## src/hdl/rsp_div.sv

```systemverilog
module rsp_div #(
  parameter int NUM_W = 57,
  parameter int DEN_W = 44,
  parameter int Q_W   = 24
) (
  input  logic             clk_i,
  input  logic [Q_W:0]     en_i,
  input  logic [NUM_W-1:0] num_i,
  input  logic [DEN_W-1:0] den_i,
  output logic [Q_W-1:0]   quo_o,
  output logic             ovf_o
);

  localparam int CMP_W = (NUM_W > DEN_W + Q_W) ? NUM_W : DEN_W + Q_W;
  localparam int HI_W  = NUM_W - Q_W;
  localparam int OV_W  = (HI_W > DEN_W) ? HI_W : DEN_W;

  logic [NUM_W-1:0] rem_q [Q_W];
  logic [DEN_W-1:0] den_q [Q_W];
  logic [Q_W-1:0]   quo_q [Q_W+1];
  logic             ovf_q [Q_W+1];
  logic             ovf_d;

  // quotient does not fit in Q_W bits
  assign ovf_d = OV_W'(num_i[NUM_W-1:Q_W]) >= OV_W'(den_i);

  always_ff @(posedge clk_i) begin
    if (en_i[0]) begin
      rem_q[0] <= num_i;
      den_q[0] <= den_i;
      quo_q[0] <= '0;
      ovf_q[0] <= ovf_d;
    end
  end

  for (genvar k = 1; k <= Q_W; k++) begin : g_stage
    logic [CMP_W-1:0] rem_ext;
    logic [CMP_W-1:0] den_sh;
    logic [CMP_W-1:0] diff;
    logic             ge;

    assign rem_ext = CMP_W'(rem_q[k-1]);
    assign den_sh  = CMP_W'(den_q[k-1]) << (Q_W - k);
    assign ge      = rem_ext >= den_sh;
    assign diff    = rem_ext - den_sh;

    always_ff @(posedge clk_i) begin
      if (en_i[k]) begin
        quo_q[k] <= quo_q[k-1] | (ge ? (Q_W'(1) << (Q_W - k)) : '0);
        ovf_q[k] <= ovf_q[k-1];
      end
    end

    if (k < Q_W) begin : g_rem
      always_ff @(posedge clk_i) begin
        if (en_i[k]) begin
          rem_q[k] <= ge ? diff[NUM_W-1:0] : rem_q[k-1];
          den_q[k] <= den_q[k-1];
        end
      end
    end
  end

  assign quo_o = quo_q[Q_W];
  assign ovf_o = ovf_q[Q_W];

endmodule

```

## config.mk

```make
export PLATFORM = sky130hd
export DESIGN_NAME = rsp_div
export DESIGN_NICKNAME = d
export VERILOG_FILES = /design/src/hdl/rsp_div.sv
export SDC_FILE = /design/constraint.sdc
export NUM_CORES = 2
export LEC_CHECK = 0
export ABC_CLOCK_PERIOD_IN_PS = 4900
export BUFFER_PORTS_ARGS = -buffer_cell sky130_fd_sc_hd__buf_2
export CORE_UTILIZATION = 45
export DETAILED_ROUTE_END_ITERATION = 6
export PLACE_DENSITY = 0.59
export SYNTH_ARGS = -nofsm -noshare
export SYNTH_HDL_FRONTEND = slang
export SYNTH_SLANG_ARGS = --single-unit
```

## constraint.sdc

```tcl
create_clock -name clk_i -period 4.9 [get_ports clk_i]
set_input_delay 0.98 -clock clk_i [delete_from_list [all_inputs] [get_ports clk_i]]
set_output_delay 0.98 -clock clk_i [all_outputs]
set_load 0.05 [all_outputs]
```

==> impl_metrics.ini <==
[outcome]
outcome = complete, no violations

[timing]
slew_violations = 0
rsz0062_at_grt = no
skew_ns = 0.0550
least_margin_pin_slew_ns = 1.13
max-slew-margin-rel = 0.241
timing.setup.tns_ns = 0
achievable-frequency_ghz = 0.215
final_period_minus_worst_setup_slack_ns = 4.66
setup-violations-final = 0
fin_hold_viols = 0
final.period_utilization = 0.951

[drt]
dr_total_vias = 101000
routed_wirelength_um = 363000
drt_drc_violations_left = 0
detail_route.vias_per_cell = 5.39
post_drt_wl_per_cell_um = 19.3
detailed_routing_iteration_count_for_the_pre_antenna_repair_pass = 6
first_iter_violations = 5306
number_of_routed_nets_with_antenna_violations = 0

[setup_path]
worst_path_most_repeated_cell = inv_1
cpPeakStageDelay_ns = 0.65
critical_path_peak_fanout = 67
cp_data_required_time_ns = 5.56
endpoint_kind = flop
setup.worst_path.start_class = flop
r2r_cells = 16
crit_path_top_delay_cell = o21bai_1
path_class = reg2reg
cp.arrival_ns = 5.31
cp_cell_sequence = inv_1 > ha_1 > inv_1 > fa_1 > a21o_1 > a221oi_1 > buf_4 > a211oi_1 > nor2_1 > o21bai_1 > a31oi_1 > a21oi_1 > a22oi_1 > o21ai_4 > buf_12 > mux2_2

[min_path]
whs_path_depth = 1
worst_hold_path_type = in2reg

[clock_tree]
cts_root_buffer = clkbuf_16
clk_latency_ns = 0.93
postCtsSetupRepairBufs = 0
post_cts_hold_buffer_count = 0
clock-sinks = 2749
htree_num_levels = 5
cts_buffers = 318
cts.path.max_buffers = 4
tritoncts = done
clock_pin_slew_on_the_worst_setup_and_hold_paths_ns = 0.06
ctsResizeCount = 0

[die]
fp.dieArea_um2 = 340000
die_w_um = 583
rows = 213
core_region_area_um2 = 337000
floorplan.io_pins = 152
die_height_um = 583
starting_utilization_of_the_core_area = 0.452

[synthesis]
synth_xor_area_frac = 0.0531
syn_area_um2 = 152000
synth_top_family_by_area = compound AO/OA/AOI/OAI gates
yosys_register_bits = 2749
post_synth_num_cell_types = 96
multiplexer_area_fraction_after_synthesis = 0.0178
synth_adder_area_share = 0.0881
yosys_warnings = 0
synth_ff_type = edfxtp_1
synth_edf_count = 2749
synth_compound_area_frac = 0.156
async_flop_share = 0
synth_nets = 14900
synth_simple_gate_area_share = 0.0991
yosysSeqAreaShare = 0.543
synth.avg_cell_area_um2 = 11.1
post_synth_inst_count = 13700

[place]
dp.final_hpwl_um = 289000
finalWeightedCongestion = 0.997
port-buffer-count = 151
place.detailed.instances = 18200

[layout]
most_common_cell_after_layout_fill_and_taps_aside = edfxtp_1
num-fill-cells = 29900
final_nets = 15200
multi_input_gate_area_um2 = 63200
seq_area_um2 = 82500
finish.cell_count_without_fillers = 18800
post_route_cells_drive_above_1_share = 0.0872
syn2layout_area_growth_pct = 11.6
highest_count_cells_in_the_layout_ignoring_fill_and_taps = edfxtp_1, inv_1, a21oi_1

[flow_run]
cap_violations = 0

[pwr]
power_leakage_nw = 68.6
power_per_cell_area_nw_per_um2 = 506
worst_vdd_rail_ir_drop_uv = 319

[grt]
overflow = 0
track_usage = 0.210
grt_pass1_vias = 105000
grt_max_degree = 113
antenna_found_initial = 8
grt_first_pass_wirelength_um = 560000
==> report_power, final <==
| group | internal (mW) | switching, mW | total, mW |
|---|---|---|---|
| registers | 31.3 | 2.17 | 33.4 |
| clock network | 13.0 | 9.43 | 22.5 |
| logic | 12.5 | 17.6 | 30.1 |
| total | 56.8 | 29.2 | 86.0 |
==> synth_stat cells, types with 20 or more instances <==
library cell  number  share of area
edfxtp_1        2749           0.54
inv_1           1288          0.032
a21oi_1         1177          0.039
nand2_1         1154          0.028
ha_1            1034          0.085
o21ai_0         1029          0.034
nor2_1           692          0.017
a21o_1           620          0.031
xnor2_1          534          0.031
xor2_1           388          0.022
clkbuf_1         348         0.0086
mux2_2           224          0.017
nand4_1          217         0.0089
nand3_1          208         0.0068
o21bai_1         168         0.0083
nor3_1           155         0.0051
nand2b_1         132         0.0054
nor4_1           120         0.0049
o21a_1           118         0.0058
a31oi_1          116         0.0048
and3_1           114         0.0047
nor2b_1          104         0.0043
a211oi_1          76         0.0038
o31ai_1           62         0.0031
o211ai_1          48         0.0024
a21boi_0          47         0.0023
and2_1            46         0.0019
or3_1             45         0.0019
or2_2             33         0.0014
a221oi_1          32         0.0018
and4_1            32         0.0018
buf_2             29        0.00095
a211o_1           28         0.0016
a31o_2            26         0.0015
o2111ai_1         26         0.0015
buf_4             25         0.0012
buf_1             24        0.00059
or4_1             24         0.0012
fa_1              23         0.0030
o31a_1            22         0.0013
a311oi_1          21         0.0012
a41oi_1           21         0.0012
nor3b_1           20        0.00099
==> kinds of logic (layout without fill, tap and decap cells) <==
| kind of cell | Yosys count | after routing |
|---|---|---|
| other cells | 0 | 15 |
| mux | 243 | 243 |
| simple gates | 3169 | 3169 |
| flops | 2749 | 2749 |
| fa+ha+maj | 1057 | 1057 |
| xor+xnor | 922 | 922 |
| compound gates | 3835 | 3835 |
| buf+inv | 1718 | 2304 |
==> layer usage <==
layer | up-vias | wire length [um] | global-route usage
met5 | - | 0 | 0
met4 | 0 | 32400 | 0.166
met3 | 1105 | 8530 | 0.0201
met2 | 1916 | 204000 | 0.432
met1 | 47300 | 117000 | 0.179
li1 | 51100 | - | -
==> worst paths after layout <==
| kind | start | endpoint | slack [ns] |
|---|---|---|---|
| worst max register to register | rem_q[1][15] | rem_q[1][75] | 0.24 |
| worst max-delay path | rem_q[1][15] | rem_q[1][75] | 0.24 |
| worst min register to register | quo_q[1][38] | quo_q[1][62] | 0.39 |
| worst min-delay path | num_i[11] | rem_q[0][11] | 0.22 |
==> area by class of cell <==
class,instances,area share
clock buffers,384,0.0487
multi-input cells,9226,0.372
repair buffers,463,0.0220
flip-flops and latches,2749,0.486
inverters,1290,0.0285
well taps,4515,0.0333
clock inverters,167,0.00877
diodes,15,0.000221
==> worst max-delay path, delay by kind of cell, from the launching register on <==
family,cells,cell delay [ns]
multiplexers,1,0.39
AND/OR/NAND/NOR,1,0.17
AO/OA/AOI/OAI,8,2.43
adder cells (fa/ha/maj),2,0.39
buffers and inverters,4,0.58
flip-flops,1,0.35
==> metrics by stage <==
step	power [mW]	worst slack (ns)	area (um2)	hold slack (ns)	util
finish	86.0	0.242	170000	0.224	0.504
global route	91.1	0.0317	170000	0.175	0.504
CTS	86.6	0.302	170000	0.140	0.504
detailed placement	63.8	0.330	160000	0.405	0.475
global placement	63.7	0.294	160000	0.400	0.475
floorplan	54.9	1.08	152000	0.400	-
==> sequential cells by signal (all words and copies together) (netlist names) <==
register  cells
quo_q       300
ovf_q        25
rem_q      1368
den_q      1056
Power figures use the tool's default switching activity.
