<file path="src/hdl/rsp_pkg.sv">
package rsp_pkg;

  localparam int CFG_IDX_W  = 3;
  localparam int CFG_DATA_W = 26;

  // quotient bits produced by each divider
  localparam int DIV_Q_W = 24;

  typedef enum logic [CFG_IDX_W-1:0] {
    CFG_CAMERA_X       = 3'd0,
    CFG_CAMERA_Y       = 3'd1,
    CFG_VIEW_DIR_X     = 3'd2,
    CFG_VIEW_DIR_Y     = 3'd3,
    CFG_CAMERA_PLANE_X = 3'd4,
    CFG_CAMERA_PLANE_Y = 3'd5,
    CFG_VERT_OFFSET    = 3'd6
  } cfg_idx_e;

  localparam logic signed [15:0] RST_VIEW_DIR_X     = 16'sd16384;
  localparam logic signed [15:0] RST_CAMERA_PLANE_Y = 16'sd10813;

  // 0.125 in Q.32
  localparam logic [52:0] CLOSE_LIMIT = 53'd536870912;

  // per-transaction flags carried alongside the dividers
  typedef struct packed {
    logic depth_neg;
    logic center_neg;
    logic special;
    logic too_close;
  } rsp_side_t;

endpackage

</file>
<file path="src/hdl/rsp_bounds.sv">
module rsp_bounds #(
  parameter int SCREEN_WIDTH  = 1024,
  parameter int SCREEN_HEIGHT = 768
) (
  input  logic                          clk_i,
  input  logic [1:0]                    en_i,
  input  rsp_pkg::rsp_side_t            side_i,
  input  logic [rsp_pkg::DIV_Q_W-1:0]   quo_dep_i,
  input  logic                          ovf_dep_i,
  input  logic [rsp_pkg::DIV_Q_W-1:0]   quo_cen_i,
  input  logic                          ovf_cen_i,
  input  logic [rsp_pkg::DIV_Q_W-1:0]   quo_siz_i,
  input  logic                          ovf_siz_i,
  input  logic signed [10:0]            vert_offset_i,
  output logic signed [15:0]            screen_center_x_o,
  output logic [15:0]                   sprite_size_o,
  output logic [9:0]                    start_column_o,
  output logic signed [15:0]            end_column_o,
  output logic [9:0]                    start_row_o,
  output logic [9:0]                    end_row_o,
  output logic signed [23:0]            depth_o,
  output logic                          in_front_o,
  output logic                          too_close_o
);
  import rsp_pkg::*;

  localparam logic signed [18:0] ROW_MID = 19'(SCREEN_HEIGHT / 2);
  localparam logic signed [18:0] ROW_MAX = 19'(SCREEN_HEIGHT - 1);
  localparam logic signed [17:0] COL_END = 18'(SCREEN_WIDTH - 1);
  localparam logic signed [17:0] COL_LIM = 18'(SCREEN_WIDTH);
  localparam logic signed [17:0] COL_BEG = 18'sd1023;

  // stage 1: sign, saturation and singular case
  logic signed [15:0] center_d, center_q;
  logic [15:0]        size_d, size_q;
  logic signed [23:0] depth_d, depth_q;
  logic               front_d, front_q, close_q;
  logic               dep_big_pos, dep_big_neg, cen_big_pos, cen_big_neg, siz_big;

  assign dep_big_pos = ovf_dep_i || quo_dep_i[23];
  assign dep_big_neg = ovf_dep_i || (quo_dep_i > 24'h800000);
  assign cen_big_pos = ovf_cen_i || (quo_cen_i > DIV_Q_W'(32767));
  assign cen_big_neg = ovf_cen_i || (quo_cen_i > DIV_Q_W'(32768));
  assign siz_big     = ovf_siz_i || (quo_siz_i > DIV_Q_W'(65535));

  always_comb begin
    if (side_i.special) begin
      depth_d  = '0;
      center_d = 16'(SCREEN_WIDTH / 2);
      size_d   = 16'hFFFF;
      front_d  = 1'b0;
    end else begin
      if (side_i.depth_neg) begin
        depth_d = dep_big_neg ? 24'sh800000 : 24'(-quo_dep_i);
      end else begin
        depth_d = dep_big_pos ? 24'sh7FFFFF : 24'(quo_dep_i);
      end
      if (side_i.center_neg) begin
        center_d = cen_big_neg ? 16'sh8000 : 16'(-quo_cen_i);
      end else begin
        center_d = cen_big_pos ? 16'sh7FFF : 16'(quo_cen_i);
      end
      size_d  = siz_big ? 16'hFFFF : quo_siz_i[15:0];
      front_d = !side_i.depth_neg && (ovf_dep_i || quo_dep_i != '0);
    end
  end

  always_ff @(posedge clk_i) begin
    if (en_i[0]) begin
      center_q <= center_d;
      size_q   <= size_d;
      depth_q  <= depth_d;
      front_q  <= front_d;
      close_q  <= side_i.too_close;
    end
  end

  // stage 2: draw bounds
  logic [14:0]        half;
  logic signed [18:0] off_ext, half_row, sy, ey, sy_cl, ey_cl;
  logic signed [17:0] cen_ext, half_col, sx, ex, sx_cl, ex_cl;

  assign half     = size_q[15:1];
  assign off_ext  = 19'(vert_offset_i);
  assign half_row = 19'(half);
  assign half_col = 18'(half);
  assign cen_ext  = 18'(center_q);

  always_comb begin
    sy = ROW_MID + off_ext - half_row;
    ey = ROW_MID + off_ext + half_row;
    sx = cen_ext - half_col;
    ex = cen_ext + half_col;
    priority if (sy < 0)       sy_cl = '0;
    else if (sy > ROW_MAX)     sy_cl = ROW_MAX;
    else                       sy_cl = sy;
    priority if (ey < 0)       ey_cl = '0;
    else if (ey > ROW_MAX)     ey_cl = ROW_MAX;
    else                       ey_cl = ey;
    priority if (sx < 0)       sx_cl = '0;
    else if (sx > COL_BEG)     sx_cl = COL_BEG;
    else                       sx_cl = sx;
    ex_cl = (ex >= COL_LIM) ? COL_END : ex;
  end

  always_ff @(posedge clk_i) begin
    if (en_i[1]) begin
      screen_center_x_o <= center_q;
      sprite_size_o     <= size_q;
      start_column_o    <= sx_cl[9:0];
      end_column_o      <= ex_cl[15:0];
      start_row_o       <= sy_cl[9:0];
      end_row_o         <= ey_cl[9:0];
      depth_o           <= depth_q;
      in_front_o        <= front_q;
      too_close_o       <= close_q;
    end
  end

endmodule

</file>
<file path="config.mk">
export PLATFORM = sky130hd
export DESIGN_NAME = rsp_bounds
export DESIGN_NICKNAME = d
export VERILOG_FILES = /design/src/hdl/rsp_pkg.sv /design/src/hdl/rsp_bounds.sv
export SDC_FILE = /design/constraint.sdc
export NUM_CORES = 1
export LEC_CHECK = 0
export BUFFER_PORTS_ARGS = -buffer_cell sky130_fd_sc_hd__buf_2
export CORE_ASPECT_RATIO = 0.5
export CORE_MARGIN = 1
export CORE_UTILIZATION = 57
export DETAILED_ROUTE_END_ITERATION = 10
export PLACE_DENSITY = 0.82
export SLEW_MARGIN = 15
export SYNTH_ARGS = -nofsm -noshare
export SYNTH_HDL_FRONTEND = slang
export SYNTH_SLANG_ARGS = --single-unit
</file>
<file path="constraint.sdc">
create_clock -name clk_i -period 5.2 [get_ports clk_i]
set_clock_uncertainty 0.2 [all_clocks]
set_input_delay 0.52 -clock clk_i [delete_from_list [all_inputs] [get_ports clk_i]]
set_output_delay 0.52 -clock clk_i [all_outputs]
set_load 0.02 [all_outputs]
</file>
==> results by stage <==
Worst setup path:
- In this run the worst path has a maximum fanout of 14.
- The endpoint of the lowest-slack register-to-register path is end_column_o[2]$_SDFFCE_PP1P_.
- For this design, the slowest cell found on the critical path is nor2_1.
- The start point of the critical path is size_q[8]$_SDFFCE_PP1P_.
- The critical path in this run is classified as flop to flop.
- Counting cells, the worst reg-to-reg path comes to 9.
- The number of cells on the critical path is 9.
- Setup slack on the worst reg-to-reg path comes out at 1.25 ns.
- For the worst setup path, the data required time is 5.12 ns.
- The critical path goes through inv_1 -> ha_1 -> nor2b_1 -> or4_1 -> o211ai_1 -> a31o_2 -> a21oi_1 -> nor2_1 -> o221ai_1.
- The dominant delay contributor by cell family on the critical path is simple AND/OR/NAND/NOR gates.
- STA classifies the critical path endpoint as a flop.
- The worst reg2reg path startpoint is size_q[8]$_SDFFCE_PP1P_.
- Data on the critical path arrives at its endpoint at 3.87 ns.
- The most critical setup path has its endpoint at end_column_o[2]$_SDFFCE_PP1P_.
- The largest stage delay on the critical path is 0.66 ns.
- The kind of start point of the critical path is a flop.
- Together, buffers and inverters on the worst path number 1.

Worst hold path:
- The startpoint identified for the worst hold timing path is side_i[0].
- The path class of the tightest hold or removal check is input pin to flop.

Global routing:
- The number of global-route vias before repair was 8,134.
- The maximum number of pins on one net before global-route repair is 59.
- Across every metal layer, demand over resource in global routing totals 31.2%.
- The wire length of the first global-routing pass is 44,300 um.
- The number of antenna violations at the first check in global routing was 0.
- For this run the aggregate overflow at the end of global routing stands at 0.

STA:
- The achievable clock frequency is 253 MHz.
- For the pin with the worst max-slew slack, the measured transition is 0.997 ns.
- The worst slack on hold paths is 0.0629 ns.
- Setup repair after global routing left no endpoint under its margin.
- The number of failing setup endpoints in the final timing report is 0.
- The shortest period the worst path allows is 3.95 ns.
- Measured against its own limit, the worst slew margin works out to 33.5%.
- The final worst-path cycle share is 76.0%.
- The final count of hold timing violations is 0.
- The total negative slack is 0 ns.
- The max-slew violation total from the final report is 0.

Clocking:
- The CTS root buffer is clkbuf_16.
- The number of sinks handled by clock tree synthesis is 162.
- The maximum number of buffers from clock root to sink is 2.
- The total clock buffers created by CTS is 17.
- At the later pin of the worst-skew pair, clock insertion delay measures 0.44 ns.
- The quantity of gates resized following cts is 0.
- The CTS tree is yes.
- The clock transition at the registers of the reported paths is 0.07 ns.
- In this run, post-CTS hold repair placed 0 buffers.
- The number of setup buffers added after CTS is 0.
- The H-tree was split into 4 levels.

Pwr:
- The power per cell area is 315 mW/mm^2.
- Summed over all cells, the static leakage comes to 0.00479 uW.
- The total chip power is 3770 uW.
- The worst supply voltage drop on vdd is 236 uV.

Synthesis:
- In the synthesized netlist the dominant register cell turns out to be edfxtp_1.
- The synthesized design contains 162 enable-type register cells.
- By area the synthesized netlist is led by edfxtp_1 48%, ha_1 8.1%, a21oi_1 2.8%.
- The area fraction of the dominant cell type after synthesis is 47.6%.
- The number of nets handed over by synthesis was 1,136.
- The fraction of the yosys area taken by sequential cells is 47.6%.
- Counting distinct cell types in the post-synthesis netlist gives 77.
- Synthesis inferred 162 register bits.
- The library cell occupying the most area in the post-synthesis netlist is edfxtp_1.
- Synthesis handed over a netlist of 973 instances.
- Yosys printed 0 warnings.
- The synthesized netlist occupies a cell area of 0.0102 sq mm.
- Counting flops with an async set or reset pin after synthesis yields a share of 0%.
- The mean post-synth cell area is 10.5 sq um.
- The library cell with the highest instance count after synthesis is edfxtp_1.
- By count the netlist is led by 162 x edfxtp_1, 75 x nor2_1, 66 x ha_1, 58 x inv_1.

Floorplanning:
- The width of the chip is 191 um.
- After floorplanning, the core was sized to cover 0.0174 sq mm.
- The die covers 0.0185 sq mm.
- The initial standard-cell utilization of the core is 58.5%.
- In this run the count of I/O pins placed on the die edge is 197.
- The overall die height is 96.6 um.
- The initialized floorplan defines 34 standard-cell rows.

Route:
- The via density per instance is 6.27.
- The via total after detailed routing is 8,797.
- The detailed-router iteration count before antenna repair is 5.
- In the final routed layout, each cell accounts on average for 20.3 um.
- The detail route stage leaves a number of antenna-violating nets equal to 0.
- The sum of routed wire length over all layers is 28,500 um.
- The number of DRC violations after detailed-routing iteration 0 is 905.
- The remaining routing DRC violations is 0.

Cells and area:
- At the end of the flow, the number of nets in the layout was 1,319.
- The area of the multi-input gates is 0.00496 sq mm.
- For this run, the number of standard cells in the final layout without fillers is 1,403.
- 0 antenna diodes ended up in the layout.
- Cells with a size suffix above 1 make up 23.8% of the layout.
- The area overhead of the layout relative to synthesis is 17.1%.
- The register area is 0.00486 sq mm.
- After filler insertion, the fill cell instance count of the layout stands at 1,325.

Place:
- Including well taps, the total number of placed cells is 1,371.
- The number of buffers inserted by port buffering is 196.
- The placed wire-length estimate is 21,100 um.
- The weighted congestion reported at the end of routability-driven placement is 0.927.

Outcome:
- The flow ran to the end, and the final reports show no timing, DRC or antenna violations.

Run:
- The max-capacitance violation count is 0.
==> layer usage <==
| layer | track usage [%] | up-vias | share of wire (%) | wire length [um] |
|---|---|---|---|---|
| met5 | 0 | - | 0 | 0 |
| met3 | 6.68 | 49 | 8.2 | 2330 |
| met1 | 45.4 | 4218 | 45 | 12900 |
| met4 | 8.97 | 0 | 2.1 | 613 |
| li1 | - | 4066 | - | - |
| met2 | 47.0 | 464 | 44 | 12700 |
==> worst min-delay path by stage <==
stage	endpoint	slack (ns)	depth (start not counted)
2_1_floorplan	depth_o[0]$_DFFE_PP_	0.20	0
6_report	close_q$_DFFE_PP_	0.06	1
3_5_place_dp	depth_o[10]$_DFFE_PP_	0.20	0
5_1_grt	close_q$_DFFE_PP_	0.05	1
4_1_cts	close_q$_DFFE_PP_	0.05	1
3_3_place_gp	sprite_size_o[0]$_DFFE_PP_	0.20	0
==> flip-flops by register name, summed over array words and instances (netlist names) <==
name	count
front_q	1
depth_q	24
close_q	1
screen_center_x_o	16
too_close_o	1
size_q	16
depth_o	24
start_row_o	10
center_q	16
end_column_o	16
end_row_o	10
sprite_size_o	16
start_column_o	10
in_front_o	1
==> report_power, final <==
part	internal, uW	leakage (uW)	switching (uW)	total (uW)
clock network	644	0.000288	601	1240
registers	1560	0.00159	50.6	1610
logic	324	0.00291	590	914
total	2530	0.00479	1240	3770
==> final cells by class <==
| type | count | area share, % |
|---|---|---|
| Multi-Input combinational cell | 713 | 41.5 |
| Sequential cell | 162 | 40.7 |
| Timing Repair Buffer | 201 | 8.54 |
| Clock buffer | 17 | 3.56 |
| Tap cell | 234 | 2.45 |
| Inverter | 61 | 1.92 |
| Clock inverter | 15 | 1.33 |
==> per-stage QoR <==
step	worst slack, ns	cell area, sq um	utilization (%)
floorplan	1.37	10200	-
finish	1.25	12000	68.6
global placement	1.10	11400	65.2
CTS	1.31	12000	68.6
detailed placement	0.975	11400	65.2
global route	0.857	12000	68.6
==> logic make-up after synthesis <==
family | after synthesis | share of synthesized area (%)
flip-flops | 162 | 47.6
adder cells (fa/ha/maj) | 70 | 8.87
XOR/XNOR | 37 | 3.17
AO/OA/AOI/OAI | 281 | 18.7
multiplexers | 6 | 0.625
AND/OR/NAND/NOR | 319 | 17.3
buffers and inverters | 98 | 3.74
==> placed cells by master, fill, tap and decap left out, types with 11 or more instances in the layout <==
cell | Yosys | layout
a31oi_1 | 34 | 34
a21o_1 | 14 | 14
o21a_1 | 14 | 14
nor3b_1 | 11 | 11
nor2_1 | 75 | 75
xnor2_1 | 27 | 27
nor2b_1 | 13 | 13
nor3_1 | 31 | 31
ha_1 | 66 | 66
nand2b_1 | 14 | 14
edfxtp_1 | 162 | 162
or2_2 | 21 | 21
nand2_1 | 57 | 57
buf_2 | 5 | 195
nand4_1 | 12 | 12
or3_1 | 20 | 20
nand3_1 | 12 | 12
o211ai_1 | 19 | 19
o311ai_1 | 14 | 14
clkbuf_16 | 0 | 17
o21ai_0 | 45 | 45
o21ai_1 | 11 | 11
inv_1 | 58 | 58
a21oi_1 | 57 | 57
(Power assumes the default switching activity.)
